### src/rtl/dia_pkg.sv
// dia_pkg: shared types and constants of the descriptor index allocator.
// No dependencies; imported by every allocator module.
`default_nettype none

package dia_pkg;

  localparam int unsigned SLOT_W   = 10;  // slot index carried by items
  localparam int unsigned COUNT_W  = 11;  // slot count register, bump counter
  localparam int unsigned STRIDE_W = 12;
  localparam int unsigned ADDR_W   = 64;
  localparam int unsigned OFF_W    = COUNT_W + STRIDE_W;
  localparam int unsigned CFG_IDX_W = 3;

  typedef enum logic [1:0] {
    STATUS_OK      = 2'd0,
    STATUS_FULL    = 2'd1,
    STATUS_IGNORED = 2'd2,
    STATUS_DROPPED = 2'd3
  } status_t;

  typedef enum logic [CFG_IDX_W-1:0] {
    REG_SLOT_COUNT     = 3'd0,
    REG_SHADER_VISIBLE = 3'd1,
    REG_SLOT_STRIDE    = 3'd2,
    REG_CPU_BASE       = 3'd3,
    REG_GPU_BASE       = 3'd4
  } cfg_reg_t;

  localparam logic [COUNT_W-1:0]  SLOT_COUNT_RST  = 11'd1024;
  localparam logic [STRIDE_W-1:0] SLOT_STRIDE_RST = 12'd32;

  typedef struct packed {
    logic [COUNT_W-1:0]  slot_count;
    logic                shader_visible;
    logic [STRIDE_W-1:0] slot_stride;
    logic [ADDR_W-1:0]   cpu_base;
    logic [ADDR_W-1:0]   gpu_base;
  } cfg_t;

  // Outcome of the free-list stage for one item.
  typedef struct packed {
    logic               valid;
    logic               ok;         // a slot was handed out
    logic               from_fifo;  // index comes from the fifo read data
    logic [COUNT_W-1:0] bump_idx;
    status_t            status;
  } grant_t;

endpackage

`default_nettype wire

### src/rtl/dia_cfg_regs.sv
// dia_cfg_regs: configuration register file of the allocator.
// Depends on dia_pkg.
`default_nettype none

module dia_cfg_regs
  import dia_pkg::*;
(
  input  wire logic                 clk,
  input  wire logic                 rst,
  input  wire logic                 wr_en,
  input  wire logic [CFG_IDX_W-1:0] wr_index,
  input  wire logic [ADDR_W-1:0]    wr_data,
  output cfg_t                      cfg
);

  always_ff @(posedge clk) begin
    if (rst) begin
      cfg.slot_count     <= SLOT_COUNT_RST;
      cfg.shader_visible <= 1'b0;
      cfg.slot_stride    <= SLOT_STRIDE_RST;
      cfg.cpu_base       <= '0;
      cfg.gpu_base       <= '0;
    end else if (wr_en) begin
      unique case (wr_index)
        REG_SLOT_COUNT:     cfg.slot_count     <= wr_data[COUNT_W-1:0];
        REG_SHADER_VISIBLE: cfg.shader_visible <= wr_data[0];
        REG_SLOT_STRIDE:    cfg.slot_stride    <= wr_data[STRIDE_W-1:0];
        REG_CPU_BASE:       cfg.cpu_base       <= wr_data;
        REG_GPU_BASE:       cfg.gpu_base       <= wr_data;
        default: ;  // unmapped index: write has no effect
      endcase
    end
  end

endmodule

`default_nettype wire

### config.mk
export PLATFORM = sky130hd
export DESIGN_NAME = dia_cfg_regs
export DESIGN_NICKNAME = d
export VERILOG_FILES = /design/src/rtl/dia_pkg.sv /design/src/rtl/dia_cfg_regs.sv
export SDC_FILE = /design/constraint.sdc
export NUM_CORES = 1
export LEC_CHECK = 0
export ABC_AREA = 1
export BUFFER_PORTS_ARGS = -buffer_cell sky130_fd_sc_hd__buf_2
export CAP_MARGIN = 0
export CORE_MARGIN = 2
export CORE_UTILIZATION = 50
export DETAILED_ROUTE_END_ITERATION = 7
export PLACE_DENSITY = 0.79
export SLEW_MARGIN = 5
export SYNTH_ARGS = -nofsm -noshare
export SYNTH_HDL_FRONTEND = slang
export SYNTH_SLANG_ARGS = --single-unit
### constraint.sdc
create_clock -name clk -period 1.1 [get_ports clk]
set_clock_uncertainty 0.2 [all_clocks]
set_input_delay 0 -clock clk [delete_from_list [all_inputs] [get_ports clk]]
set_output_delay 0 -clock clk [all_outputs]
set_load 0.05 [all_outputs]
# --- Word level (Yosys, flattened, before mapping) ---
# Cells that the tools add are included.
# Widths: inputs -> output; s select.
totals:
  reg_bits: 152
  latchBits: 0
  ram_bits: 0
  rom_bits: 0
  input_bits: 70
  out_inout_bits: 152
  elab_cells: 15
  memories: 0
op_classes:
  addsub: 0
  mul: 0
  div: 0
  n_lt_le_gt_ge: 0
  eq_ne: 4
  shifts: 0
  n_mux: 0
  bitwise_logic: 0
  n_reduce_logical: 6
op_table:
  columns: ["op", "n"]
  rows:
  - ["$reduce_and 2->1", 5]
  - ["$eq 3x2->1 const B", 2]
  - ["$eq 3x1->1 const B", 1]
  - ["$eq 3x3->1 const B", 1]
  - ["$logic_not 3->1", 1]

# --- Logic depth before layout (Yosys ltp) ---
# Gate-level depths: netlist (run 1).
depth:
  ltp_word: 2
  depth_mapped: 7
  mapped_depth_nobuf: 5

# --- Least setup slack after synthesis (run 1) ---
# OpenSTA, ideal clock, no wires.
synth_timing:
  kind: "register to register"
  from: "register, netlist name cfg[0]"
  to: "register cfg[0] in the netlist's numbering"
  setup_time_ns: 0.064
  arrival_time_ns: 0.794
  t_required_ns: 0.836
  path_slack_ns: 0.042
  path_stages_with_launch: 3
  path_buffers: 0
  synth_period_minus_slack_ns: 1.058
  path_cell_list: "dfxtp_1 -> nor2_1 -> nor2_1"
synth_lines:
  columns: ["element", "line", "source"]
  rows:
  - ["to (decl)", "dia_cfg_regs.sv:13", "output cfg_t cfg"]

# --- Worst setup path in the final report (run 1) ---
layout_timing:
  from: "register cfg[103] in the netlist's numbering"
  to: "output cfg[103] in the netlist's numbering"
# No word-level cell between the ends.

==> results of run 1 <==
[synth_stat cells (all sizes together)]
library cell  count
nand2           161
inv              71
dfxtp           152
buf              58
clkbuf            2
nor2            307
nand3           152
a21oi             1
[metrics by stage]
step           std cells  setup WS (ns)  util [%]  instance area (um2)  TNS [ns]
5_1_grt             1367         -0.109      87.9                10600     -6.91
2_1_floorplan        904         0.0418         -                 6210         0
4_1_cts             1351        -0.0468      85.3                10300     -4.00
3_3_place_gp        1255       -0.00407      62.5                 7540  -0.00768
3_5_place_dp        1255        -0.0716      62.5                 7540     -2.41
6_report            1368        -0.0582      87.9                10600     -3.12
[report_power, final]
group / internal (W) / total, W / switching, W
Sequential: 0.00573 / 0.00593 / 0.000193
Clock: 0.00368 / 0.00603 / 0.00236
Combinational: 0.00109 / 0.00275 / 0.00165
Total: 0.0105 / 0.0147 / 0.00420
[routing by layer]
metal	share of wire, %	vias to the layer above	routed length, um
li1	-	3322	-
met1	34	3495	8740
met2	50	591	13100
met3	9.1	172	2370
met4	7.1	0	1840
met5	0	-	0
[logic make-up after synthesis]
family                 after synthesis
buffers and inverters              131
flip-flops                         152
AND/OR/NAND/NOR                    620
AO/OA/AOI/OAI                        1
[how the worst max path moves through the flow]
stage / from / to / slack, ns / depth (start not counted)
floorplan: cfg[0] / cfg[0] / 0.04 / 2
global placement: wr_index[2] / cfg[101] / -0.004 / 7
detailed placement: wr_index[1] / cfg[61] / -0.07 / 7
CTS: cfg[28] / cfg[28] / -0.05 / 1
global route: cfg[39] / cfg[39] / -0.11 / 1
finish: cfg[103] / cfg[103] / -0.06 / 1
[repair_timing]
item / CTS / global route
buffers inserted: 1 / 15
endpoints found under the hold margin: 152 / 151
resized for setup: 553 / 54
setup endpoints to repair: 152 / 152
[cell type report]
cell class	instances	area [um2]	share of cell area (%)
Antenna cell	2	5.00	0.0472
Clock buffer	20	457	4.31
Multi-Input combinational cell	621	2550	24.1
Timing Repair Buffer	322	3710	35.0
Inverter	71	269	2.54
Clock inverter	12	149	1.40
Sequential cell	152	3240	30.6
Tap cell	168	210	1.98
==> key figures, run 1 <==
Outcome
  – Status: finished with violations
  – Failing checks: negative hold slack, negative setup slack

Clock network
  – # hold bufs at CTS: 63
  – CTS tree: yes
  – Clock-pin slew of the registers on the worst-case setup and hold paths: 0.07 ns
  – Root Buffer Master: clkbuf_16
  – CTS Buf Count: 17
  – CTS Sinks: 152
  – CTS H-tree lvls: 4
  – Worst skew pair latency: 0.42 ns
  – Clock Path Buffers: 2

Logic synthesis
  – Syn_area_per_cell: 6.87 um2
  – Synth unique cells: 15
  – Top-area cell type share of the netlist area: 49.0%
  – Syn Nets: 974
  – Mapped Area: 0.00621 mm2
  – Ys Warns: 0
  – Synth Area in Compound Gates: 0.0805%
  – Post-Syn Instances: 904
  – Adder-cell share of the synthesized area: 0%
  – Seq cells post-synth: 152
  – Main combinational cell family by area after synthesis: simple AND/OR/NAND/NOR gates
  – Simple-gate share of the synthesized area: 40.8%
  – Sequential fraction of the synthesis area: 49.0%
  – Mux share of post-synthesis cell area: 0%
  – Post-Synth XOR/XNOR Area: 0%
  – Synth area leaders: dfxtp_1 49%, nor2_1 18%, nand3_1 12%
  – Synth area leader: dfxtp_1

Final layout
  – Commonest non-fill, non-tap cell in the layout: nor2_1
  – Regs by FF count: cfg x152
  – Most frequent cells in the layout: 303 x nor2_1, 160 x nand2_1, 152 x nand3_1, 148 x dfxtp_2, 145 x buf_8
  – Area growth syn-to-layout: 70.6%
  – Max reg flops: 152
  – Post-layout nets: 1255
  – Most flops, register: cfg
  – Layout cell share with drive strength beyond 1: 37.6%
  – Fillcell total: 517

Route
  – Residual DRC: 0
  – Remaining antenna violation count: 0
  – Routed len/inst: 19.1 um
  – First-pass DRT Iterations: 8
  – Final WL: 26100 um
  – Initial drt markers: 1208
  – Via density: 5.54
  – Total number of vias: 7580

Floorplanning
  – Die Wd: 115 um
  – Initial Util: 51.5%
  – Die H: 115 um
  – Row Count: 40
  – IO Pins: 222
  – Die Area: 0.0133 mm2
  – Core box area: 0.0121 mm2

STA
  – Fin. Hold Viols: 152
  – Final worst setup slack: -0.0582 ns
  – Final worst path period share: 105%
  – Final min period: 1.16 ns
  – Hold slack: -0.331 ns
  – Max_slew headroom: 82.3%
  – Max Transition Viols Final: 0
  – FMAX: 863 MHz
  – Tightest Pin Transition: 0.266 ns
  – RSZ-0062 raised after global routing: true
  – Final setup vio count: 152

Critical path
  – Crit path DAT: 0.96 ns
  – CP delay by family, top: flip-flops
  – Slowest CP cell: dfxtp_4
  – Worst Path Max Fanout: 2
  – Reg2reg start: cfg[105]
  – R2R setup slack: 0.09 ns
  – R2R depth: 3
  – R2R Path End: cfg[105]
  – Crit Path Category: register to output port
  – Critical Path End Type: output port
  – Crit-path cells: buf_8
  – Required @ worst endpoint: 0.90 ns
  – Setup crit start kind: register
  – Worst path bufs/invs: 1
  – Slowest stage delay, CP: 0.38 ns

Min path
  – Hold path depth: 4
  – Worst hold path class: input port to register
  – HP Start: rst
  – Sink of the worst hold path: cfg[21]

Global routing
  – Gr busiest metal: met2
  – Vias in the first global route: 7040
  – Grt met2 use: 60.2%
  – Largest net degree at the start of global routing: 61
  – Initial antenna violation count: 1
  – Grt met3 use: 9.83%
  – M1 GR Usage: 35.5%
  – Grt ovf: 0
  – First-pass GRT wire length: 34900 um
  – GRT Total Usage: 33.9%

Pwr
  – Pwr Density: 1390 mW/mm2
  – Peak VDD IR: 1010 uV
  – Leakage: 4.91 nW
  – Pwr Total: 0.0147 W

Place
  – # port buffers: 221
  – Gp weighted congestion: 0.824
  – HPWL after DPL: 11600 um

Run
  – Max-cap check violation count: 0
Note: power is estimated with default switching activity, not from simulation.
==> run 2: changes to the inputs <==
--- a/config.mk
+++ b/config.mk
@@ -11,6 +11,7 @@
 export CORE_MARGIN = 2
 export CORE_UTILIZATION = 50
 export DETAILED_ROUTE_END_ITERATION = 7
+export MAX_ROUTING_LAYER = met4
 export PLACE_DENSITY = 0.79
 export SLEW_MARGIN = 5
 export SYNTH_ARGS = -nofsm -noshare
==> key figures, run 2 (synthesis gave the netlist of run 1 again) <==
Outcome
  – Status: finished with violations
  – Failing checks: negative hold slack, negative setup slack

Global routing
  – Vias in the first global route: 7031 (-0.13%)
  – First-pass GRT wire length: 35000 um (about the same)
  – Initial antenna violation count: 1 (unchanged)
  – GRT Total Usage: 34.9% (+1.0 points)
  – Largest net degree at the start of global routing: 61 (unchanged)
  – Grt ovf: 0 (unchanged)

Critical path
  – R2R depth: 3 (unchanged)
  – Setup crit start kind: register
  – CP delay by family, top: flip-flops
  – Required @ worst endpoint: 0.90 ns (about the same)
  – CP Depth: 1 (unchanged)
  – CP startpoint: cfg[103]
  – Crit Path Category: register to output port
  – Crit-path cells: buf_8
  – Worst path bufs/invs: 1 (unchanged)
  – Worst Path Max Fanout: 2 (unchanged)
  – Critical Path End Type: output port
  – R2R Path End: cfg[105]
  – Slowest stage delay, CP: 0.38 ns (about the same)
  – R2R setup slack: 0.08 ns (about the same)
  – Setup crit end: cfg[103]
  – Slowest CP cell: dfxtp_4
  – Reg2reg start: cfg[105]
  – Crit path DAT: 0.96 ns (about the same)

Route
  – First-pass DRT Iterations: 7 (-1)
  – Total number of vias: 7515 (-0.86%)
  – Residual DRC: 0 (unchanged)
  – Routed len/inst: 19.1 um (about the same)
  – Initial drt markers: 1001 (-17%)
  – Remaining antenna violation count: 0 (unchanged)
  – Final WL: 26100 um (about the same)
  – Via density: 5.49 (-0.86%)

Clock network
  – CTS Sinks: 152 (unchanged)
  – CTS Buf Count: 17 (unchanged)
  – CTS H-tree lvls: 4 (unchanged)
  – Worst skew pair latency: 0.42 ns (about the same)
  – CTS tree: yes
  – Clock Path Buffers: 2 (unchanged)
  – Root Buffer Master: clkbuf_16
  – Clock-pin slew of the registers on the worst-case setup and hold paths: 0.07 ns (about the same)
  – # hold bufs at CTS: 63 (unchanged)

Final layout
  – Most flops, register: cfg
  – Area growth syn-to-layout: 70.6% (unchanged)
  – Max reg flops: 152 (unchanged)
  – Fillcell total: 517 (unchanged)
  – Commonest non-fill, non-tap cell in the layout: nor2_1
  – Layout cell share with drive strength beyond 1: 37.6% (unchanged)
  – Post-layout nets: 1255 (unchanged)
  – Regs by FF count: cfg x152
  – Finished Cell Area: 0.0106 mm2 (unchanged)
  – Most frequent cells in the layout: 303 x nor2_1, 160 x nand2_1, 152 x nand3_1, 148 x dfxtp_2, 145 x buf_8

STA
  – Final worst path period share: 105% (-0.15 points)
  – Hold slack: -0.332 ns (-0.000429 ns)
  – Max Transition Viols Final: 0 (unchanged)
  – Max_slew headroom: 82.3% (about the same)
  – Fin. Hold Viols: 152 (unchanged)
  – Tightest Pin Transition: 0.265 ns (-0.00103 ns)
  – RSZ-0062 raised after global routing: true
  – Final worst setup slack: -0.0566 ns (+0.00164 ns)
  – FMAX: 865 MHz (+0.14%)
  – Final min period: 1.16 ns (-0.00164 ns)
  – Final setup vio count: 152 (unchanged)

Floorplanning
  – Die H: 115 um (unchanged)
  – Die Area: 0.0133 mm2 (unchanged)
  – Core box area: 0.0121 mm2 (unchanged)
  – IO Pins: 222 (unchanged)
  – Row Count: 40 (unchanged)
  – Die Wd: 115 um (unchanged)
  – Initial Util: 51.5% (unchanged)

Place
  – Post-Place Worst Slack: -0.0716 ns (unchanged)
  – HPWL after DPL: 11600 um (unchanged)
  – Area after DPL: 0.00754 mm2 (unchanged)
  – Gp weighted congestion: 0.836 (+1.5%)
  – # port buffers: 221 (unchanged)

Min path
  – Hold path depth: 4 (unchanged)
  – HP Start: rst
  – Worst hold path class: input port to register

Pwr
  – Leakage: 4.91 nW (unchanged)
  – Peak VDD IR: 1020 uV (+0.46%)
  – Pwr Density: 1390 mW/mm2 (+0.11%)

Run
  – Max-cap check violation count: 0 (unchanged)
==> run 2: cell counts in the layout (fill, tap and decap cells not counted) <==
No cell type changed its count.
==> run 2: worst min path at each step <==
stage | slack (ns) | end
finish | -0.33 | cfg[85]
CTS | -0.35 | cfg[21]
global route | -0.33 | cfg[21]
floorplan | -0.09 | cfg[133]
detailed placement | 0.03 | cfg[151]
global placement | 0.03 | cfg[151]
==> run 2: layer usage <==
layer  vias up  GRT usage (%)  wire [um]
li1       3324              -          -
met1      3439           35.7       8660
met2       578           60.4      13100
met3       174           9.21       2430
met4         0           19.8       1890
met5         -              -          0
==> run 2: layout make-up <==
cell class	count	area [um2]	area share, %
timing repair buffer	322	3710	35.0
sequential	152	3240	30.6
inverter	71	269	2.54
clock inverter	12	149	1.40
clock buffer	20	457	4.31
tap	168	210	1.98
antenna	2	5.00	0.0472
multi-input combinational	621	2550	24.1
==> run 2: power by group <==
| part | switching (W) | leakage, nW | internal, W |
|---|---|---|---|
| clock | 0.00237 | 0.288 | 0.00368 |
| sequential | 0.000193 | 1.31 | 0.00573 |
| combinational | 0.00165 | 3.32 | 0.00109 |
==> run 2: what timing repair did <==
item / CTS / global route
endpoints found under the setup margin: 152 / 152
setup buffers: 1 / 15
resized for setup: 553 / 54
endpoints found under the hold margin: 152 / 151
==> run 2: per-stage QoR <==
step	hold WS (ns)	power (W)	cells	utilization, %	setup TNS, ns
final	-0.332	0.0147	1368	87.9	-3.20
after global routing	-0.329	0.0151	1367	87.9	-6.79
after CTS	-0.346	0.0144	1351	85.3	-4.00
after detailed placement	0.0316	0.00791	1255	62.5	-2.41
after global placement	0.0316	0.00788	1255	62.5	-0.00768
after floorplan	-0.0868	0.00733	904	-	0
==> run 3: changes to the inputs <==
--- a/config.mk
+++ b/config.mk
@@ -13,7 +13,6 @@
 export DETAILED_ROUTE_END_ITERATION = 7
 export MAX_ROUTING_LAYER = met4
 export PLACE_DENSITY = 0.79
-export SLEW_MARGIN = 5
 export SYNTH_ARGS = -nofsm -noshare
 export SYNTH_HDL_FRONTEND = slang
 export SYNTH_SLANG_ARGS = --single-unit
==> constraint.sdc (replaced) <==
create_clock -name clk -period 1.3 [get_ports clk]
set_clock_uncertainty 0.2 [all_clocks]
set_input_delay 0 -clock clk [delete_from_list [all_inputs] [get_ports clk]]
set_output_delay 0 -clock clk [all_outputs]
set_load 0.05 [all_outputs]
==> key figures, run 3 (synthesis gave the netlist of run 1 again) <==
STA
  – Final min period: 1.25 ns
  – Max_slew headroom: 81.3% (-1.0 points)
  – Tightest Pin Transition: 0.280 ns (+0.0152 ns)
  – Setup TNS: 0 ns (+3.20 ns)
  – Final worst path period share: 96.5%
  – FMAX: 797 MHz
  – RSZ-0062 raised after global routing: false
  – Fin. Hold Viols: 8 (-95%)
  – Max Transition Viols Final: 0 (unchanged)
  – Hold slack: -0.0201 ns (+0.312 ns)
  – Final setup vio count: 0 (-100%)

Critical path
  – Crit-path cells: buf_2
  – CP delay by family, top: flip-flops
  – Slowest CP cell: dfxtp_1
  – Slowest stage delay, CP: 0.36 ns (-0.02 ns)
  – Required @ worst endpoint: 1.10 ns (+0.20 ns)
  – Worst path bufs/invs: 1 (unchanged)
  – Crit Path Category: register to output port
  – Worst Path Max Fanout: 2 (unchanged)
  – Setup crit start kind: register
  – Crit path DAT: 1.05 ns (+0.09 ns)
  – Critical Path End Type: output port

Global routing
  – Largest net degree at the start of global routing: 62 (+1.6%)
  – GRT Total Usage: 28.3% (-6.6 points)
  – Grt ovf: 0 (unchanged)
  – First-pass GRT wire length: 28800 um (-17%)
  – Initial antenna violation count: 1 (unchanged)
  – Vias in the first global route: 6132 (-13%)

Route
  – First-pass DRT Iterations: 5 (-2)
  – Routed len/inst: 13.9 um (-27%)
  – Total number of vias: 6701 (-11%)
  – Residual DRC: 0 (unchanged)
  – Remaining antenna violation count: 0 (unchanged)
  – Uppermost layer routed: met4
  – M1 WL: 7410 um (-14%)
  – Met2 wire len: 8860 um (-32%)
  – Detail Route met3 WL: 1580 um (-35%)
  – Initial drt markers: 687 (-31%)
  – Final WL: 18800 um (-28%)
  – Via density: 4.95 (-9.8%)

Final layout
  – Most frequent cells in the layout: 303 x nor2_1, 221 x buf_2, 160 x nand2_1, 152 x nand3_1, 152 x dfxtp_1
  – Most flops, register: cfg
  – Fillcell total: 939 (+82%)
  – Fin util: 73.1% (-15 points)
  – Regs by FF count: cfg x152
  – Layout cell share with drive strength beyond 1: 23.4% (-14 points)
  – Area growth syn-to-layout: 41.9%
  – Max reg flops: 152 (unchanged)
  – Commonest non-fill, non-tap cell in the layout: nor2_1
  – Post-layout nets: 1242 (-1.0%)
  – Finished Cell Area: 0.00882 mm2 (-17%)

Floorplanning
  – Die H: 115 um (unchanged)
  – Die Area: 0.0133 mm2 (unchanged)
  – Core box area: 0.0121 mm2 (unchanged)
  – Initial Util: 51.5% (unchanged)
  – IO Pins: 222 (unchanged)
  – Row Count: 40 (unchanged)
  – Die Wd: 115 um (unchanged)

Clock network
  – CTS H-tree lvls: 4 (unchanged)
  – Clock Path Buffers: 2 (unchanged)
  – Worst skew pair latency: 0.41 ns (about the same)
  – CTS Sinks: 152 (unchanged)
  – Clock-pin slew of the registers on the worst-case setup and hold paths: 0.06 ns (about the same)
  – Setup Fix Bufs, Post-CTS: 0 (-1)
  – Root Buffer Master: clkbuf_16
  – CTS resizes: 0 (-100%)
  – CTS Buf Count: 17 (unchanged)
  – CTS tree: yes

Pwr
  – Pwr Total: 0.0120 W (-18%)
  – Peak VDD IR: 804 uV (-21%)
  – Pwr Density: 1360 mW/mm2 (-1.8%)
  – Leakage: 4.51 nW (-8.1%)

Run
  – Max-cap check violation count: 0 (unchanged)

Outcome
  – Status: finished with violations
  – Failing checks: negative hold slack

Place
  – # port buffers: 221 (unchanged)
  – Area after DPL: 0.00751 mm2 (-0.37%)
  – HPWL after DPL: 11500 um (-0.87%)
  – Gp weighted congestion: 0.859 (+2.8%)

Min path
  – Worst hold path class: input port to register
==> run 3: changes by cell type in the layout (fill, tap and decap cells not counted), sizes merged <==
cell / delta
clkbuf: +1
bufinv: +2
dlygate4sd3: +5
clkinvlp: -4
diode: -1
clkinv: +1
buf: -18
inv: -1
==> run 3: area by class of cell <==
| class | instances | area, um2 | share of cell area [%] |
|---|---|---|---|
| Timing Repair Buffer | 309 | 2110 | 24.0 |
| Clock inverter | 10 | 175 | 1.99 |
| Antenna cell | 1 | 2.50 | 0.0284 |
| Inverter | 71 | 269 | 3.05 |
| Tap cell | 168 | 210 | 2.38 |
| Clock buffer | 21 | 450 | 5.11 |
| Multi-Input combinational cell | 621 | 2550 | 29.0 |
| Sequential cell | 152 | 3040 | 34.5 |
==> run 3: worst paths after layout <==
check / slack [ns] / cells past startpoint / start / to
max: 0.05 / 1 / cfg[98] / cfg[98]
min: -0.02 / 6 / wr_index[1] / cfg[151]
max reg2reg: 0.49 / 2 / cfg[62] / cfg[62]
min reg2reg: 0.27 / 2 / cfg[151] / cfg[151]
==> run 3: routing by layer <==
layer,vias up,track usage [%]
li1,3302,-
met1,2980,31.9
met2,342,45.4
met3,77,6.85
met4,0,16.9
met5,-,-
==> run 3: where the power goes <==
group	switching, W	leakage [nW]	total (W)	internal (W)
Clock	0.00182	0.310	0.00525	0.00343
Combinational	0.00127	2.97	0.00187	0.000599
Sequential	0.0000807	1.24	0.00490	0.00482
Total	0.00317	4.51	0.0120	0.00885
==> run 3: through the flow <==
stage | cells | setup slack [ns] | hold slack [ns]
6_report | 1353 | 0.0451 | -0.0201
4_1_cts | 1351 | 0.0124 | -0.160
3_3_place_gp | 1253 | 0.176 | 0.0305
3_5_place_dp | 1253 | 0.0949 | 0.0383
5_1_grt | 1353 | 0.00740 | 0.0253
2_1_floorplan | 904 | 0.242 | -0.0868
==> run 3: repair_timing <==
action / 4_1_cts / 5_1_grt
endpoints found under the setup margin: 0 / 2
hold buffers: 67 / 3
hold endpoints to repair: 152 / 152
