$ cat src/rtl/dia_pkg.sv
// dia_pkg: shared types and constants of the descriptor index allocator.
// No dependencies; imported by every allocator module.
`default_nettype none

package dia_pkg;

  localparam int unsigned SLOT_W   = 10;  // slot index carried by items
  localparam int unsigned COUNT_W  = 11;  // slot count register, bump counter
  localparam int unsigned STRIDE_W = 12;
  localparam int unsigned ADDR_W   = 64;
  localparam int unsigned OFF_W    = COUNT_W + STRIDE_W;
  localparam int unsigned CFG_IDX_W = 3;

  typedef enum logic [1:0] {
    STATUS_OK      = 2'd0,
    STATUS_FULL    = 2'd1,
    STATUS_IGNORED = 2'd2,
    STATUS_DROPPED = 2'd3
  } status_t;

  typedef enum logic [CFG_IDX_W-1:0] {
    REG_SLOT_COUNT     = 3'd0,
    REG_SHADER_VISIBLE = 3'd1,
    REG_SLOT_STRIDE    = 3'd2,
    REG_CPU_BASE       = 3'd3,
    REG_GPU_BASE       = 3'd4
  } cfg_reg_t;

  localparam logic [COUNT_W-1:0]  SLOT_COUNT_RST  = 11'd1024;
  localparam logic [STRIDE_W-1:0] SLOT_STRIDE_RST = 12'd32;

  typedef struct packed {
    logic [COUNT_W-1:0]  slot_count;
    logic                shader_visible;
    logic [STRIDE_W-1:0] slot_stride;
    logic [ADDR_W-1:0]   cpu_base;
    logic [ADDR_W-1:0]   gpu_base;
  } cfg_t;

  // Outcome of the free-list stage for one item.
  typedef struct packed {
    logic               valid;
    logic               ok;         // a slot was handed out
    logic               from_fifo;  // index comes from the fifo read data
    logic [COUNT_W-1:0] bump_idx;
    status_t            status;
  } grant_t;

endpackage

`default_nettype wire

$ cat src/rtl/dia_addr_gen.sv
// dia_addr_gen: index times stride, then base add, into the result register.
// Depends on dia_pkg.
`default_nettype none

module dia_addr_gen
  import dia_pkg::*;
(
  input  wire logic              clk,
  input  wire logic              rst,
  input  wire grant_t            grant,
  input  wire logic [SLOT_W-1:0] rd_data,
  input  wire cfg_t              cfg,
  output logic                   done,
  output logic [SLOT_W-1:0]      slot_index,
  output logic [ADDR_W-1:0]      cpu_address,
  output logic [ADDR_W-1:0]      gpu_address,
  output status_t                status
);

  logic [COUNT_W-1:0] idx;
  logic [OFF_W-1:0]   off_next;

  logic               valid2;
  logic               ok2;
  logic [SLOT_W-1:0]  idx2;
  logic [OFF_W-1:0]   off2;
  status_t            status2;

  assign idx      = grant.from_fifo ? COUNT_W'(rd_data) : grant.bump_idx;
  assign off_next = OFF_W'(idx) * OFF_W'(cfg.slot_stride);

  always_ff @(posedge clk) begin
    if (rst) begin
      valid2 <= 1'b0;
      done   <= 1'b0;
    end else begin
      valid2 <= grant.valid;
      done   <= valid2;
    end
  end

  always_ff @(posedge clk) begin
    ok2     <= grant.ok;
    idx2    <= idx[SLOT_W-1:0];
    off2    <= off_next;
    status2 <= grant.status;
  end

  always_ff @(posedge clk) begin
    status <= status2;
    if (ok2) begin
      slot_index  <= idx2;
      cpu_address <= cfg.cpu_base + ADDR_W'(off2);
      gpu_address <= cfg.shader_visible ? cfg.gpu_base + ADDR_W'(off2) : '0;
    end else begin
      slot_index  <= '0;
      cpu_address <= '0;
      gpu_address <= '0;
    end
  end

endmodule

`default_nettype wire

$ cat config.mk
export PLATFORM = sky130hd
export DESIGN_NAME = dia_addr_gen
export DESIGN_NICKNAME = d
export VERILOG_FILES = /design/src/rtl/dia_pkg.sv /design/src/rtl/dia_addr_gen.sv
export SDC_FILE = /design/constraint.sdc
export NUM_CORES = 1
export LEC_CHECK = 0
export ABC_AREA = 1
export BUFFER_PORTS_ARGS = -buffer_cell sky130_fd_sc_hd__buf_4
export CAP_MARGIN = 20
export CORE_MARGIN = 5
export CORE_UTILIZATION = 50
export DETAILED_ROUTE_END_ITERATION = 10
export GPL_ROUTABILITY_DRIVEN = 0
export HOLD_SLACK_MARGIN = 0.1
export PLACE_DENSITY = 0.74
export SLEW_MARGIN = 20
export SYNTH_ARGS = -nofsm -noshare
export SYNTH_HDL_FRONTEND = slang
export SYNTH_SLANG_ARGS = --single-unit
$ cat constraint.sdc
create_clock -name clk -period 11.3 [get_ports clk]
set_input_delay 1.13 -clock clk [delete_from_list [all_inputs] [get_ports clk]]
set_output_delay 1.13 -clock clk [all_outputs]
set_load 0.03 [all_outputs]
# ---- Yosys cells after proc, flatten, opt, wreduce, memory -nomap -nowiden
# Index checks and enable logic that the tools add are counted.
dict set report classes {
  n_mux 1
  add_sub_neg 2
  n_mul 1
  n_reduce_logical 1
}
# cell n
set ops {}
lappend ops {{$add A64 B23 Y64} 2}
lappend ops {{$mul A11 B12 Y23} 1}
lappend ops {{$mux W11} 1}
lappend ops {{$reduce_and A2 Y1} 1}
dict set report word_totals {
  regBits 178
  output_inout_bits 141
}

# ---- Logic depth before layout (Yosys ltp)
# Gate-level depths: netlist (run 1).
dict set report depth {
  ltp_word 2
  mapped_depth 26
}

# ---- Worst setup path before layout (run 1)
# Ideal clock, no wire load.
dict set report synth_timing {
  path_type {input-to-reg}
  from {input grant[13] (netlist bit)}
  to {register off2[20]}
  arrival_ns 5.846
  setup_slack_ns 5.342
  cell_stages 26
  setup_ns 0.112
  t_required_ns 11.188
  path_cell_list {inv_1 > clkbuf_1 > or2_2 > nand2_1 > inv_1 > clkbuf_1 > nand2_1 > fa_1 > inv_1 > fa_1 > inv_1 > fa_1 > inv_1 > fa_1 > inv_1 > fa_1 > inv_1 > ha_1 > a21oi_1 > o21ai_1 > a21oi_1 > o21ai_1 > nand2_1 > nand2_1 > nand2_1 > nand2_1}
}
dict set report synth_via {
  elab_chain_cells 2
}
# element line_no
set synth_lines {}
lappend synth_lines {{start, declared} dia_addr_gen.sv:10} ;# input wire grant_t grant,
lappend synth_lines {{$mux W11} dia_addr_gen.sv:29} ;# assign idx = grant.from_fifo ? COUNT_W'(rd_data) : grant.bump_idx;
lappend synth_lines {{via idx[4]} dia_addr_gen.sv:20} ;# logic [COUNT_W-1:0] idx;
lappend synth_lines {{$mul A11 B12 Y23} dia_addr_gen.sv:30} ;# assign off_next = OFF_W'(idx) * OFF_W'(cfg.slot_stride);
lappend synth_lines {{via off_next[20]} dia_addr_gen.sv:21} ;# logic [OFF_W-1:0] off_next;
lappend synth_lines {{end signal, assigned} dia_addr_gen.sv:45} ;# off2 <= off_next;
lappend synth_lines {{end, declared} dia_addr_gen.sv:26} ;# logic [OFF_W-1:0] off2;
# The timed path passes the listed nets, and every way through them passes these cells.
# A chain may end at the register's enable or synchronous reset.

# ---- Worst setup path after layout (run 1)
dict set report layout_timing {
  from {input grant[13] (netlist bit)}
  to {register off2[19]}
}
# The elaborated chain is that of the path after synthesis.

==> impl_results.rst, run 1 <==
.. list-table::
   :header-rows: 1

   * - Metric
     - Value
   * - Remaining global-route overflow
     - 0
   * - Total via count in the routed design
     - around 17000
   * - I/O pin cnt
     - 321
   * - Layout Area Growth over Synthesis
     - 21.4%
   * - Sum of internal, switching and leakage power
     - between 4 and 5 mW
   * - CTS tree
     - yes
   * - Total cell area at the placement stage
     - between 15000 and 20000 sq um
   * - Count of mapped cells out of synthesis
     - between 2000 and 2500
   * - Number of buffers between clock root and the deepest sink
     - 2
   * - Post-synthesis area per instance
     - between 6 and 7 sq um
   * - Power Density
     - 217 nW/um^2
   * - Vias per std cell
     - 5.26
   * - Clock insertion delay at the later pin of the skew report
     - roughly 450 ps
   * - Worst voltage drop across the vdd grid
     - ~0.15 mV
   * - Initial antenna violation count
     - 3
   * - Initial DRC count
     - 1287
   * - Number of instances resized during post-cts repair
     - 0
   * - Cells along the critical path
     - buf_4 > inv_1 > or2_2 > o21ai_1 > inv_1 > nand2_1 > fa_1 > fa_1 > inv_1 > fa_1 > fa_1 > inv_1 > fa_1 > inv_1 > ha_1 > a21oi_1 > o21ai_0 > nand2_1 > nand3_1 > a21oi_1 > xor2_1
   * - Total Routing Usage GR
     - 0.287
   * - Die Ht
     - ~190 um
   * - Yosys top cell area share
     - 0.230
   * - Nets@finish
     - a little over 3000
   * - Drt pass-1 iters
     - 6
   * - MaxCap Viol Count
     - 0
   * - Final Instance Area
     - ~19000 sq um
   * - Total clock sinks
     - 178
   * - Run status
     - complete, no violations
   * - Hold-fix buffers, CTS
     - 0
   * - Warnings, synthesis
     - 0
   * - Floorplan row count
     - 64
   * - Static Leak
     - 10.3 nW
   * - Post-detailed-route DRC marker count
     - 0
   * - Number of flops mapped to enable cells by yosys
     - 0
   * - Final sum of negative setup slack
     - 0 ps
   * - Initial standard-cell utilization of the core
     - 0.507
   * - Net Count, Synth
     - roughly 2800
   * - Clk Tree Root Cell
     - sky130_fd_sc_hd__clkbuf_16
   * - Synth top area cells
     - sky130_fd_sc_hd__dfxtp_1, sky130_fd_sc_hd__nand2_1, sky130_fd_sc_hd__fa_1
   * - Final count of negative-setup-slack endpoints
     - 0
   * - Required time of the worst setup path
     - roughly 12000 ps
   * - Proportion of synthesized chip area in sequential cells
     - 0.230
   * - Horizontal die dimension
     - 186 um
   * - Shortest clock period the worst path allows after layout
     - approximately 6400 ps
   * - Fmax
     - roughly 160 MHz
   * - Fraction of final layout cells with drive strength greater than 1
     - 0.153
   * - H-tree depth
     - 4
   * - Endpoint class of the critical path
     - flip-flop
   * - Die outline area
     - between 30000 and 40000 sq um
   * - Cell type with the highest aggregate area in the netlist
     - sky130_fd_sc_hd__dfxtp_1
   * - Setup skew after layout
     - approximately 8.6 ps
   * - DRT antenna net count
     - 0
   * - List of most frequent post-synthesis cells
     - sky130_fd_sc_hd__nand2_1, sky130_fd_sc_hd__inv_1, sky130_fd_sc_hd__nor2_1
   * - CP Launch Type
     - input port
   * - Standard cell core area
     - between 30000 and 40000 sq um
   * - Maximum net fanout on the critical path
     - 11
   * - Min-Delay Path Class
     - flip-flop to flip-flop
   * - Half-perimeter wire length after detailed placement
     - roughly 43000 um
   * - Tightest Pin Transition
     - 944 ps
   * - Top_reg_cell synth
     - sky130_fd_sc_hd__dfxtp_1
   * - Worst setup slack for register-to-register paths
     - 8530 ps
   * - Max-slew violations
     - 0
   * - Number of buffer cells added on primary ports
     - 309
   * - Class of the most critical setup path
     - input port to flip-flop
   * - Relative slew slack
     - 0.369
   * - Post-synthesis register bit count
     - approximately 180
   * - Clock-pin slew of the registers on the worst-case setup and hold paths
     - roughly 60 ps
   * - Clock buffer count from CTS
     - 17
   * - Count of unique library cells instantiated by Yosys
     - 38
   * - Total Routed Length
     - between 50000 and 60000 um
   * - Syn Std Cell Area
     - about 15000 sq um
   * - Routed wirelength normalized by instance count
     - 16.1 um
   * - Final worst-path cycle share
     - 0.566
   * - Data arrival at the endpoint of the critical path
     - slightly below 7000 ps
   * - Post-CTS repair timing setup buffer count
     - 0
   * - First-pass GRT wire length
     - between 70000 and 80000 um
   * - Most frequent cell after synthesis
     - sky130_fd_sc_hd__nand2_1
   * - Async S/R FF share, synth
     - 0
   * - CP max stage delay
     - roughly 550 ps
   * - Count of final hold-check violations
     - 0
   * - Via count of the first global-routing pass
     - between 15000 and 20000
   * - Critical-path cell with the highest stage delay
     - sky130_fd_sc_hd__fa_1
   * - Unrepaired setup endpoints after global routing
     - no
   * - Maximum number of pins on one net before global-route repair
     - between 60 and 70
==> state kept, by name (all words and copies together), names as in the netlist, 2 cells and up <==
name	cells
slot_index	10
status2	2
status	2
off2	23
gpu_address	64
cpu_address	64
idx2	10
==> cell usage in the layout (no fill, tap or decap), drive strengths merged, types with 46 or more instances in the layout <==
cell | netlist | routed
ha | 107 | 107
nand4 | 46 | 46
dfxtp | 178 | 178
nand2 | 720 | 720
fa | 91 | 91
o21ai | 60 | 60
nand3 | 139 | 139
buf | 5 | 311
a21oi | 137 | 137
inv | 479 | 481
nor2 | 331 | 331
nor3 | 48 | 48
==> cell families (layout without fill, tap and decap cells) <==
group	after synthesis	after routing	synth area share
AND/OR/NAND/NOR	1313	1313	0.360
buffers and inverters	499	824	0.121
AO/OA/AOI/OAI	216	216	0.0742
adder cells (fa/ha/maj)	198	198	0.204
flip-flops	178	178	0.230
XOR/XNOR	20	20	0.0113
other	0	5	0
==> per-layer routing <==
layer,part of all wire,global-route usage,vias up
met1,0.39,0.345,7453
met5,0,0,-
li1,-,-,8086
met2,0.47,0.490,838
met4,0.060,0.156,0
met3,0.084,0.0473,205
==> through the flow <==
stage | utilization | hold WS [ps] | cells | setup slack [ps]
after floorplan | - | 310 | 2424 | 5340
after global placement | 0.597 | 314 | 3113 | 4620
after detailed placement | 0.597 | 317 | 3113 | 4510
after CTS | 0.614 | 336 | 3145 | 4970
after global routing | 0.615 | 338 | 3148 | 4630
final | 0.615 | 331 | 3150 | 4910
==> layout make-up <==
| type | instances | area [sq um] |
|---|---|---|
| inverters | 481 | 1810 |
| repair buffers | 311 | 2330 |
| clock buffers | 20 | 457 |
| diodes | 5 | 12.5 |
| well taps | 396 | 495 |
| multi-input cells | 1747 | 10100 |
| flip-flops and latches | 178 | 3560 |
| clock inverters | 12 | 82.6 |
| fillers | 2959 | 11800 |
==> worst paths after layout <==
check	startpoint	endpoint	cells after the start
max	grant[13]	off2[19]$_DFF_P_	21
min	status2[1]$_DFF_P_	status[1]$_DFF_P_	0
max reg2reg	ok2$_DFF_P_	gpu_address[12]$_SDFF_PN0_	6
min reg2reg	status2[1]$_DFF_P_	status[1]$_DFF_P_	0
==> critical path: cells and delay by family <==
kind | cells | cell delay, ps
adder cells (fa/ha/maj) | 6 | 2930
XOR/XNOR | 1 | 150
buffers and inverters | 6 | 780
AND/OR/NAND/NOR | 4 | 730
AO/OA/AOI/OAI | 4 | 1040
==> power by group <==
| part | leakage, nW | switching (mW) | internal, mW |
|---|---|---|---|
| clock network | 0.263 | 0.257 | 0.293 |
| registers | 1.48 | 0.0745 | 0.768 |
| logic | 8.58 | 1.75 | 0.935 |
Note: power is estimated with default switching activity, not from simulation.
==> run 2: changes to the inputs <==
- ABC_AREA: 1 -> 0
- PLACE_DENSITY: 0.74 -> 0.79
- clock period: 11.3 -> 5.72 ns (I/O delays scaled with it)
==> run 2 against run 1 <==
  * Flip-flop and latch count stayed put
  * Die area shrank 15%
  * Cell count fell by 32%
  * First-iteration DRC count decreased by 35%
  * Worst hold slack got worse by 97 ps
  * Total power grew 84%
  * Clock power increased by 120%
  * Setup slack lost 4600 ps
  * Via count shrank 29%
  * Largest power group unchanged
  * Combinational power grew 73%
  * Synthesized area down 16%
==> impl_results.rst, run 2 <==
.. list-table::
   :header-rows: 1

   * - Metric
     - Value
   * - Proportion of synthesized chip area in sequential cells
     - 0.273
   * - Sum of internal, switching and leakage power
     - ~7.5 mW
   * - H-tree depth
     - 4
   * - Count of final hold-check violations
     - 0
   * - Power Internal
     - 4.11 mW
   * - Largest registers
     - cpu_address: 64 flops, gpu_address: 64 flops, off2: 23 flops
   * - Relative slew slack
     - 0.377
   * - Cells along the critical path
     - buf_4 > mux2_2 > buf_4 > and2_1 > fa_1 > fa_1 > fa_1 > fa_1 > inv_1 > fa_1 > inv_1 > ha_1 > nand3_1 > a21oi_1 > nor3_1 > buf_4 > o31ai_1 > a21oi_1 > xnor2_1
   * - Top_reg_cell synth
     - sky130_fd_sc_hd__dfxtp_1
   * - Maximum number of pins on one net before global-route repair
     - 64
   * - Clk Tree Root Cell
     - sky130_fd_sc_hd__clkbuf_16
   * - Fmax
     - about 190 MHz
   * - Family with the most delay on the worst path
     - adder cells
   * - Max-slew violations
     - 0
   * - Most frequent standard cell in the layout excluding fill and tap cells
     - sky130_fd_sc_hd__buf_4
   * - Count of mapped cells out of synthesis
     - roughly 1500
   * - CP max stage delay
     - between 500 and 600 ps
   * - Remaining global-route overflow
     - 0
   * - Share of total power in the clock network
     - 0.163
   * - Drt pass-1 iters
     - 5
   * - Async S/R FF share, synth
     - 0
   * - Initial standard-cell utilization of the core
     - 0.504
   * - Leading cell types in the layout, fill and taps excluded
     - sky130_fd_sc_hd__buf_4, sky130_fd_sc_hd__dfxtp_1, sky130_fd_sc_hd__nand2_1, sky130_fd_sc_hd__inv_1, sky130_fd_sc_hd__nor2_1
   * - Share of power burned in registers
     - 0.217
   * - First-pass GRT wire length
     - between 50000 and 60000 um
   * - MaxCap Viol Count
     - 0
   * - Psw
     - between 3 and 4 mW
   * - Non-filler cells in the finished layout
     - ~2200
   * - Shortest clock period the worst path allows after layout
     - between 5000 and 6000 ps
   * - CTS tree
     - yes
   * - Setup skew after layout
     - 24.1 ps
   * - Nets@finish
     - between 2000 and 2500
   * - Required time of the worst setup path
     - just over 6000 ps
   * - Clock buffer count from CTS
     - 17
   * - Data arrival at the endpoint of the critical path
     - roughly 5700 ps
   * - Yosys top cell area share
     - 0.273
   * - Synth top area cells
     - sky130_fd_sc_hd__dfxtp_1, sky130_fd_sc_hd__fa_1, sky130_fd_sc_hd__ha_1
   * - Floorplan row count
     - 59
   * - Most frequent cell after synthesis
     - sky130_fd_sc_hd__dfxtp_1
   * - Share of power burned in combinational logic
     - 0.620
   * - Class of the most critical setup path
     - input port to flip-flop
   * - Initial antenna violation count
     - 3
   * - Count of unique library cells instantiated by Yosys
     - between 70 and 80
   * - Hold-fix buffers, CTS
     - 0
   * - Syn Std Cell Area
     - about 13000 sq um
   * - Layout Area Growth over Synthesis
     - 25.2%
   * - Path depth of the worst reg2reg path
     - 12
   * - Net Count, Synth
     - ~1900
   * - Maximum net fanout on the critical path
     - 12
   * - Number of instances resized during post-cts repair
     - 0
   * - Post-detailed-route DRC marker count
     - 0
   * - Routed wirelength normalized by instance count
     - between 15 and 20 um
   * - List of most frequent post-synthesis cells
     - sky130_fd_sc_hd__dfxtp_1, sky130_fd_sc_hd__nand2_1, sky130_fd_sc_hd__inv_1
   * - Critical-path cell with the highest stage delay
     - sky130_fd_sc_hd__fa_1
   * - Die Ht
     - ~170 um
   * - Cell type with the highest aggregate area in the netlist
     - sky130_fd_sc_hd__dfxtp_1
   * - Endpoint class of the critical path
     - flip-flop
   * - Total Routing Usage GR
     - 0.243
   * - Warnings, synthesis
     - 0
   * - CP Launch Type
     - input port
   * - Cell Count Post-Placement
     - around 2100
   * - Via count of the first global-routing pass
     - ~12000
   * - Critical path depth
     - 19
   * - Tightest Pin Transition
     - slightly above 900 ps
   * - Worst voltage drop across the vdd grid
     - approximately 0.29 mV
   * - Post-CTS repair timing setup buffer count
     - 0
   * - Final worst-path cycle share
     - 0.938
   * - Post-synthesis area per instance
     - 8.64 sq um
   * - Clock-pin slew of the registers on the worst-case setup and hold paths
     - approximately 90 ps
   * - Clock insertion delay at the later pin of the skew report
     - ~440 ps
   * - Power Density
     - 459 nW/um^2
   * - Number of flops mapped to enable cells by yosys
     - 0
   * - Fraction of final layout cells with drive strength greater than 1
     - 0.220
   * - Run status
     - complete, no violations
   * - Final count of negative-setup-slack endpoints
     - 0
   * - Total Routed Length
     - about 37000 um
   * - Standard cell core area
     - roughly 26000 sq um
   * - Min-Delay Path Class
     - input port to flip-flop
   * - DRT antenna net count
     - 0
   * - Unrepaired setup endpoints after global routing
     - no
   * - Worst path most repeated cell
     - sky130_fd_sc_hd__fa_1
   * - Vias per std cell
     - about 5.5
   * - Horizontal die dimension
     - between 150 and 200 um
   * - Total via count in the routed design
     - about 12000
   * - Number of buffer cells added on primary ports
     - 309
   * - Total clock sinks
     - 178
   * - Worst path buffer plus inverter count
     - 5
   * - Number of buffers between clock root and the deepest sink
     - 2
   * - Initial DRC count
     - between 800 and 900
   * - Post-synthesis register bit count
     - 178
   * - Worst Hold Depth
     - 1
   * - Half-perimeter wire length after detailed placement
     - a little under 30000 um
   * - Static Leak
     - about 7.6 nW
   * - Die outline area
     - roughly 30000 sq um
   * - Switching share of total power
     - 0.452
   * - I/O pin cnt
     - approximately 320
==> run 2: kinds of logic after synthesis <==
group | count (synthesis) | synth area share
fa+ha+maj | 198 | 0.242
compound gates | 235 | 0.119
xor+xnor | 98 | 0.0657
flops | 178 | 0.273
buf+inv | 201 | 0.0598
simple gates | 583 | 0.226
mux | 19 | 0.0155
==> run 2: power groups by stage <==
| stage | Combinational, mW | Sequential [mW] | Clock, mW |
|---|---|---|---|
| global route | 5.17 | 1.65 | 1.31 |
| global placement | 4.46 | 1.66 | 0 |
| finish | 4.65 | 1.63 | 1.22 |
| CTS | 4.62 | 1.63 | 1.25 |
| detailed placement | 4.59 | 1.66 | 0 |
| floorplan | 3.08 | 1.90 | 0 |
==> run 2: area by class of cell <==
| type | count | area [sq um] |
|---|---|---|
| fillers | 2231 | 9550 |
| multi-input cells | 1133 | 8730 |
| flip-flops and latches | 178 | 3560 |
| repair buffers | 332 | 2490 |
| inverters | 139 | 522 |
| clock buffers | 17 | 425 |
| well taps | 335 | 419 |
| clock inverters | 15 | 201 |
| diodes | 3 | 7.51 |
==> run 2: worst paths after layout <==
kind	start	to	slack, ps
max	grant[13]	off2[19]$_DFF_P_	350
min	grant[1]	status2[1]$_DFF_P_	230
max reg2reg	off2[0]$_DFF_P_	cpu_address[52]$_SDFF_PN0_	2230
min reg2reg	status2[1]$_DFF_P_	status[1]$_DFF_P_	340
==> run 2: per-layer routing <==
| metal | track usage | routed length, um |
|---|---|---|
| met5 | 0 | 0 |
| met1 | 0.288 | 14800 |
| met2 | 0.433 | 18100 |
| met3 | 0.0359 | 2640 |
| met4 | 0.111 | 1500 |
==> run 2: metrics by stage <==
stage | setup slack, ps | cell area (sq um) | hold WS (ps) | util | setup TNS, ps
6_report | 354 | 16400 | 234 | 0.631 | 0
5_1_grt | 47.2 | 16400 | 207 | 0.631 | 0
2_1_floorplan | 69.5 | 13100 | 310 | - | 0
3_5_place_dp | -54.3 | 15700 | 317 | 0.607 | -116
3_3_place_gp | 8.08 | 15700 | 311 | 0.607 | 0
4_1_cts | 411 | 16300 | 216 | 0.631 | 0
==> run 3: changes to the inputs <==
- ABC_AREA: 0 -> default
- CORE_ASPECT_RATIO: default -> 1.5
==> run 3 against run 2 <==
  * Register-to-register slack lost 480 ps
  * First-iteration DRC count shrank 31%
  * Cell count shrank 0.23%
  * Clock skew shrank 13 ps
  * Via count grew 0.29%
  * Critical path depth shrank 1
  * Largest cell class unchanged
==> impl_results.rst, run 3 (same netlist as run 2, synthesis figures left out) <==
.. list-table::
   :header-rows: 1

   * - Metric
     - Value
   * - Half-perimeter wire length after detailed placement
     - approximately 31000 um
   * - Count of final hold-check violations
     - 0
   * - Floorplan row count
     - roughly 70
   * - Power Density
     - 459 nW/um^2
   * - Setup skew after layout
     - between 10 and 15 ps
   * - Hold slack final
     - ~230 ps
   * - Via count of the first global-routing pass
     - about 12000
   * - Horizontal die dimension
     - ~140 um
   * - Static Leak
     - about 7.6 nW
   * - Worst voltage drop across the vdd grid
     - between 0.3 and 0.4 mV
   * - Maximum net fanout on the critical path
     - 12
   * - Number of buffers between clock root and the deepest sink
     - 2
   * - Vias per std cell
     - 5.53
   * - Max-slew violations
     - 0
   * - Shortest clock period the worst path allows after layout
     - 5270 ps
   * - CP Launch Type
     - input port
   * - Largest registers
     - cpu_address: 64 flops, gpu_address: 64 flops, off2: 23 flops
   * - Most frequent standard cell in the layout excluding fill and tap cells
     - sky130_fd_sc_hd__buf_4
   * - Min-Delay Path Class
     - input port to flip-flop
   * - Total Routed Length
     - 38100 um
   * - MaxCap Viol Count
     - 0
   * - Routed wirelength normalized by instance count
     - 17.7 um
   * - Post-CTS repair timing setup buffer count
     - 0
   * - Hold-fix buffers, CTS
     - 0
   * - Relative slew slack
     - 0.349
   * - Drt pass-1 iters
     - 5
   * - Run status
     - complete, no violations
   * - First-pass GRT wire length
     - about 60000 um
   * - Clk Tree Root Cell
     - sky130_fd_sc_hd__clkbuf_16
   * - Class of the most critical setup path
     - input port to flip-flop
   * - Number of buffer cells added on primary ports
     - between 300 and 400
   * - Tightest Pin Transition
     - roughly 980 ps
   * - Endpoint class of the critical path
     - flip-flop
   * - Die outline area
     - 29500 sq um
   * - Final count of negative-setup-slack endpoints
     - 0
   * - Initial DRC count
     - roughly 580
   * - Number of instances resized during post-cts repair
     - 0
   * - Post-detailed-route DRC marker count
     - 0
   * - Clock buffer count from CTS
     - 17
   * - Die Ht
     - roughly 210 um
   * - Unrepaired setup endpoints after global routing
     - no
   * - CTS tree
     - yes
   * - Total clock sinks
     - approximately 180
   * - DRT antenna net count
     - 0
   * - Remaining global-route overflow
     - 0
   * - Leading cell types in the layout, fill and taps excluded
     - sky130_fd_sc_hd__buf_4, sky130_fd_sc_hd__dfxtp_1, sky130_fd_sc_hd__nand2_1, sky130_fd_sc_hd__inv_1, sky130_fd_sc_hd__nor2_1
   * - Clock insertion delay at the later pin of the skew report
     - between 400 and 500 ps
   * - Clock-pin slew of the registers on the worst-case setup and hold paths
     - around 60 ps
   * - Initial standard-cell utilization of the core
     - 0.507
   * - Fraction of final layout cells with drive strength greater than 1
     - 0.219
   * - H-tree depth
     - 4
   * - Final worst-path cycle share
     - 0.922
   * - Maximum number of pins on one net before global-route repair
     - around 40
   * - Total Routing Usage GR
     - 0.253
   * - Total via count in the routed design
     - 11900
   * - Standard cell core area
     - between 20000 and 30000 sq um
   * - Sum of internal, switching and leakage power
     - between 7 and 8 mW
   * - I/O pin cnt
     - 321
   * - Layout Area Growth over Synthesis
     - 24.9%
   * - Nets@finish
     - 2178
   * - Data arrival at the endpoint of the critical path
     - 5600 ps
   * - Initial antenna violation count
     - 2
   * - Required time of the worst setup path
     - about 6000 ps
   * - Fmax
     - ~190 MHz
run 3: worst paths after layout:
check | startpoint | cells past startpoint | slack, ps | to
max | grant[13] | 18 | 450 | off2[14]$_DFF_P_
max reg2reg | off2[0]$_DFF_P_ | 12 | 1750 | cpu_address[52]$_SDFF_PN0_
min reg2reg | status2[0]$_DFF_P_ | 0 | 340 | status[0]$_DFF_P_
min | grant[1] | 1 | 230 | status2[1]$_DFF_P_
run 3: stage by stage:
stage | TNS [ps] | setup slack [ps] | util | instances | instance area [sq um]
5_1_grt | 0 | 137 | 0.633 | 2147 | 16300
6_report | 0 | 446 | 0.633 | 2147 | 16300
4_1_cts | 0 | 440 | 0.633 | 2145 | 16300
3_5_place_dp | -106 | -52.9 | 0.610 | 2114 | 15700
3_3_place_gp | 0 | 37.1 | 0.610 | 2114 | 15700
2_1_floorplan | 0 | 69.5 | - | 1512 | 13100
run 3: routing by layer:
layer | track usage | up-vias | part of all wire
li1 | - | 5662 | -
met1 | 0.256 | 5583 | 0.34
met2 | 0.469 | 476 | 0.53
met3 | 0.0503 | 150 | 0.072
met4 | 0.148 | 0 | 0.059
met5 | 0 | - | 0
run 3: power breakdown:
group	internal, mW	switching [mW]	leakage [nW]
Combinational	2.00	2.63	5.83
Sequential	1.51	0.142	1.48
Clock	0.693	0.520	0.290
Total	4.20	3.29	7.60
run 3: layout make-up:
type / count / area [sq um]
sequential: 178 / 3560
inverter: 139 / 522
fill: 2176 / 9440
tap: 333 / 417
clock inverter: 13 / 174
clock buffer: 18 / 429
antenna: 2 / 5.00
multi-input combinational: 1133 / 8730
timing repair buffer: 331 / 2480
run 3: worst max-delay path, stage by stage:
cell                        delay (ps)
sky130_fd_sc_hd__buf_4             180
sky130_fd_sc_hd__mux2_2            360
sky130_fd_sc_hd__buf_4             200
sky130_fd_sc_hd__and2_1            190
sky130_fd_sc_hd__fa_1              530
sky130_fd_sc_hd__inv_1              50
sky130_fd_sc_hd__fa_1              460
sky130_fd_sc_hd__fa_1              520
sky130_fd_sc_hd__fa_1              520
sky130_fd_sc_hd__fa_1              550
sky130_fd_sc_hd__inv_1              40
sky130_fd_sc_hd__ha_1              350
sky130_fd_sc_hd__o2111ai_1         110
sky130_fd_sc_hd__o21ai_0           140
sky130_fd_sc_hd__o21a_1            230
sky130_fd_sc_hd__o21a_1            180
sky130_fd_sc_hd__or2_2             280
sky130_fd_sc_hd__xor2_1            140
